### src/hdl/bounded_deque_buffer_macros.svh
// Assertion macros used by the deque buffer control module.
`ifndef BOUNDED_DEQUE_BUFFER_MACROS_SVH
`define BOUNDED_DEQUE_BUFFER_MACROS_SVH

// The condition must hold in the same cycle as the trigger.
`define BDB_ASSERT_NOW(lbl, trig, cond, msg) \
	lbl: assert property (@(posedge clk) disable iff (!arst_n) (trig) |-> (cond)) \
		else $error(msg);

// The condition must hold in the cycle after the trigger.
`define BDB_ASSERT_NEXT(lbl, trig, cond, msg) \
	lbl: assert property (@(posedge clk) disable iff (!arst_n) (trig) |=> (cond)) \
		else $error(msg);

`endif

### src/hdl/bdb_pkg.sv
// Package with the constants, operation codes and types of the deque buffer.
package bdb_pkg;

	localparam int BDB_DEPTH      = 16;
	localparam int BDB_WORD_WIDTH = 32;
	localparam int BDB_OP_W       = 3;
	localparam int BDB_CNT_W      = 5;

	localparam logic [BDB_CNT_W-1:0] BDB_CAP_RESET = 5'd16;

	localparam logic [BDB_OP_W-1:0] OP_PUSH_BACK  = 3'd0;
	localparam logic [BDB_OP_W-1:0] OP_PUSH_FRONT = 3'd1;
	localparam logic [BDB_OP_W-1:0] OP_POP        = 3'd2;
	localparam logic [BDB_OP_W-1:0] OP_PEEK       = 3'd3;
	localparam logic [BDB_OP_W-1:0] OP_CLEAR      = 3'd4;

	typedef struct packed {
		logic wr_en;
		logic rd_en;
	} bdb_mem_ctl_t;

	typedef struct packed {
		logic                 success;
		logic [BDB_CNT_W-1:0] held_count;
		logic                 is_full;
		logic                 is_empty;
		logic                 use_mem;
	} bdb_status_t;

endpackage

### src/hdl/bdb_store.sv
// Entry memory of the deque buffer with one port and a registered read.
module bdb_store import bdb_pkg::*; #(
	parameter int DEPTH      = BDB_DEPTH,
	parameter int WORD_WIDTH = BDB_WORD_WIDTH,
	localparam int PTR_W     = $clog2(DEPTH)
) (
	input  logic                  clk,
	input  bdb_mem_ctl_t          mem_ctl,
	input  logic [PTR_W-1:0]      mem_addr,
	input  logic [WORD_WIDTH-1:0] wr_data,
	output logic [WORD_WIDTH-1:0] rd_data_s1
);

	logic [WORD_WIDTH-1:0] entry_mem [DEPTH];

	always_ff @(posedge clk) begin
		if (mem_ctl.wr_en) begin
			entry_mem[mem_addr] <= wr_data;
		end
	end

	always_ff @(posedge clk) begin
		if (mem_ctl.rd_en) begin
			rd_data_s1 <= entry_mem[mem_addr];
		end
	end

endmodule

### config.mk
export PLATFORM = sky130hd
export DESIGN_NAME = bdb_store
export DESIGN_NICKNAME = d
export VERILOG_FILES = /design/src/hdl/bounded_deque_buffer_macros.svh /design/src/hdl/bdb_pkg.sv /design/src/hdl/bdb_store.sv
export SDC_FILE = /design/constraint.sdc
export NUM_CORES = 1
export LEC_CHECK = 0
export BUFFER_PORTS_ARGS = -buffer_cell sky130_fd_sc_hd__clkbuf_2
export CAP_MARGIN = 5
export CORE_ASPECT_RATIO = 0.5
export CORE_MARGIN = 5
export CORE_UTILIZATION = 35
export DETAILED_ROUTE_END_ITERATION = 16
export PLACE_DENSITY = 0.51
export SETUP_SLACK_MARGIN = 0.5
export SLEW_MARGIN = 20
export SYNTH_ARGS = -nofsm -noshare
export SYNTH_HDL_FRONTEND = slang
export SYNTH_SLANG_ARGS = --single-unit
export TNS_END_PERCENT = 20
### constraint.sdc
create_clock -name clk -period 3.9 [get_ports clk]
set_input_delay 0.195 -clock clk [delete_from_list [all_inputs] [get_ports clk]]
set_output_delay 0.195 -clock clk [all_outputs]
set_load 0.05 [all_outputs]
### Yosys cells after proc, flatten, opt, wreduce, memory -nomap -nowiden

Memories as Yosys holds them, arrays and structs flattened. A register that Yosys moved wholly into a read port is not among the register bits.
Cells that the tools add are included.

| operators by class | value |
|---|---|
| shift operators | 0 |
| multiplexer cells | 2 |
| magnitude comparators | 0 |
| eq/ne operators | 0 |
| add/sub/neg operators | 0 |
| reductions and logical operators | 0 |
| bitwise gates (word level) | 0 |
| multiply operators | 0 |
| divide/modulo/power cells | 0 |

Operator list:

| operator | number |
|---|---|
| 2-to-1 mux 1 bit | 2 |

| storage, ports and cells | value |
|---|---|
| output and inout port bits | 32 |
| memory bits (read-only) | 0 |
| memories | 1 |
| bits of input ports | 39 |
| latch bits | 0 |
| register bits | 0 |
| logic and storage cells | 3 |
| bits in writable memories | 512 |

Memories:

| name | words | width | read ports | clocked after memory_dff | wr ports | line | RTL |
|---|---|---|---|---|---|---|---|
| entry_mem | 16 | 32 | 1 | 1 | 1 | bdb_store.sv:14 | `logic [WORD_WIDTH-1:0] entry_mem [DEPTH];` |

### Depth between registers and ports, before layout

| depth | value |
|---|---|
| word-level depth | 2 |
| depth in mapped cells | 6 |
| gate-level depth less buffers | 3 |

### Worst setup path after synthesis

No wires, ideal clock.

| timing path | value |
|---|---|
| path kind | input -> register |
| from | input mem_addr[1] |
| to | memory entry_mem[0][0] (netlist name) (enable) |
| cell stages on the path | 4 |
| library setup time | 0.461 ns |
| data required time | 3.439 ns |
| slack | 0.463 ns |
| path buffers | 3 |
| arrival time | 2.976 ns |
| path through | buf_2 > buf_4 > clkbuf_1 > nor3_1 |

RTL lines:

| element | line | RTL |
|---|---|---|
| from (decl) | bdb_store.sv:9 | `input logic [PTR_W-1:0] mem_addr,` |
| to (decl) | bdb_store.sv:14 |  |

Straight into the memory's write port.

### Worst setup path after layout

| timing path | value |
|---|---|
| from | input mem_addr[0] |
| to | memory entry_mem[15][8] (netlist name) (enable) |

Straight into the memory's write port.

==> reports/qor.yml <==
setup_path:
  cp-start-kind: "primary input"
  required_ns: 4.15
  critPathArrivalTime_ns: 2.31
  cp-end-kind: "flop"
  criticalPathCategory: "in2reg"
  r2r_slack_ns: 2.18
  ff2ff_path_depth: 3
  r2r_end: "rd_data_s1[31]"
  regToRegStartpoint: "entry_mem[11][31]"
  worstPathMaxFanout: 64
logic_synthesis:
  yosysSeqAreaShare_pct: 80.94
  synthDistinctLibCells: 16
  ys_warn_count: 0
  synth-seq-cells: 544
  synthesis.area_sq_mm: 0.02018
  synth_cells: 840
  avgSynthCellArea_sq_um: 24.03
  syn-num-nets: 879
grt:
  grt_pass1_wl_um: 65880
  antenna_found_initial: 1
  grt_use_total_pct: 14.05
  grt_max_degree: 65
  overflow: 0
  grt_pass1_vias: 9748
clocking:
  root_buffer: "clkbuf_16"
  ctsResizeCount: 0
  post_cts_buffers: 0
  cts_tree: "done"
  cts_made_buffers: 52
  insertion_delay_ns: 0.56
  cts_hold_buf: 0
  ctsHtreeMaxLevel: 2
  clock-sinks: 544
  clockBufferDepth: 3
  clk_pin_slew_ns: 0.06
layout:
  final_util_pct: 40.98
  final_area_sq_mm: 0.02346
  areaGrowthSynthToFinish_pct: 16.25
  fin_nets: 995
  layout-drive-gt1-share_pct: 32.83
floorplan:
  dieHeight_um: 179.8
  dieWidth_um: 349.6
  core_area_sq_mm: 0.05725
  top_level_ports: 71
  row_count: 62
  dieArea_sq_mm: 0.06286
  initial_core_util_pct: 35.25
sta:
  fin_worst_skew_ns: 0.006342
  fin_crit_sh_pct: 52.86
  timing_hold_violations_final: 0
  setup_viol: 0
  tns_ns: 0
  tightest_slew_ns: 1.006
  rsz0062_at_grt: "no"
  max-slew-margin-rel_pct: 32.57
  max_freq_ghz: 0.4851
  maxSlewViolCount: 0
  fin_crit_ns: 2.062
placement:
  place_area_sq_mm: 0.02178
  port_buffers: 70
  finalWeightedCongestion: 0.7239
  hpwl_um: 25160
routing:
  wl_um: 43990
  drt-initial-drc-count: 639
  vias_per_cell: 5.099
  drc_errors: 0
  drtPass1Iterations: 5
  via_count: 8999
  wire_per_inst_um: 24.93
  ant_nets: 0
hold_path:
  hold_path.class: "in2reg"
  min_from: "wr_data[14]"
  min_to: "entry_mem[5][14]"
  worstHoldPathCells: 1
power_and_ir_drop:
  power_w: 0.01230
  p_leak_nw: 7.412
  peakVddDrop_uv: 388.8
  power_density_mw_per_mm2: 524.3
status:
  outcome: "completed"
run:
  cap_violations: 0
-- logic make-up after synthesis --
| family | count (synthesis) | share of synthesized area, % |
|---|---|---|
| flops | 544 | 80.94 |
| mux | 128 | 14.28 |
| compound gates | 64 | 2.381 |
| simple gates | 59 | 1.252 |
| buf+inv | 45 | 1.147 |
-- per-stage QoR --
step / cells / hold WS (ns) / setup slack [ns]
finish: 1765 / 0.02757 / 1.838
global route: 1765 / 0.04316 / 1.604
CTS: 1764 / 0.01261 / 1.752
detailed placement: 1670 / 0.6089 / 1.156
global placement: 1669 / 0.5896 / 1.176
floorplan: 840 / 0.2939 / 0.4634
-- Yosys cell counts --
master,number,area [sq um]
nand2b_1,2,12.51
nand3b_1,2,15.01
edfxtp_1,544,16340
and2_1,1,6.260
buf_6,6,67.56
or3b_2,1,8.760
nand2_1,33,123.9
clkbuf_1,27,101.4
nor2_1,13,48.80
nor2b_1,2,12.51
mux4_2,128,2883
buf_2,11,55.05
nor3_1,4,20.02
nand3_1,1,5.000
a22oi_1,64,480.5
buf_4,1,7.510
-- state kept, by name (all words and copies together) (netlist names) --
signal      count
rd_data_s1     32
entry_mem     512
-- final cells by class --
type | instances | area, sq um
Fill cell | 4976 | 33790
Sequential cell | 544 | 16340
Multi-Input combinational cell | 251 | 3750
Clock buffer | 64 | 1368
Tap cell | 768 | 960.9
Timing Repair Buffer | 107 | 730.7
Clock inverter | 30 | 316.6
Antenna cell | 1 | 2.502
-- power by group --
group / internal [W] / switching, W
registers: 0.00659 / 0.0000346
clock network: 0.00294 / 0.00207
logic: 0.000229 / 0.000438
total: 0.00976 / 0.00254
-- worst max-delay path by stage --
stage / to / startpoint / depth (start not counted)
CTS: entry_mem[13][9] / mem_addr[0] / 4
global placement: entry_mem[15][9] / mem_addr[0] / 4
finish: entry_mem[15][8] / mem_addr[0] / 4
detailed placement: entry_mem[15][6] / mem_addr[0] / 4
global route: entry_mem[15][8] / mem_addr[0] / 4
floorplan: entry_mem[0][0] / mem_addr[1] / 4
-- critical path, cell delays in order --
cell	delay, ns
clkbuf_8	0.60
nand2_1	0.42
nor2_4	0.68
buf_4	0.36
-- cell usage in the layout (no fill, tap or decap), drive strengths merged --
| master | Yosys | final |
|---|---|---|
| nand2b | 2 | 2 |
| clkinvlp | 0 | 1 |
| or3b | 1 | 1 |
| nand3 | 1 | 1 |
| diode | 0 | 1 |
| nor3 | 4 | 4 |
| edfxtp | 544 | 544 |
| and2 | 1 | 1 |
| clkbuf | 27 | 133 |
| a22oi | 64 | 64 |
| bufinv | 0 | 7 |
| nand2 | 33 | 33 |
| buf | 18 | 38 |
| nor2b | 2 | 2 |
| nor2 | 13 | 13 |
| inv | 0 | 1 |
| nand3b | 2 | 2 |
| mux4 | 128 | 128 |
| clkinv | 0 | 21 |
-- metal layers --
metal	GRT usage, %	vias to the layer above	routed length, um
li1	-	3845	-
met1	19.93	4929	19840
met2	23.26	170	21740
met3	2.240	55	1650
met4	2.915	0	762
met5	0	-	0
Power figures use the tool's default switching activity.
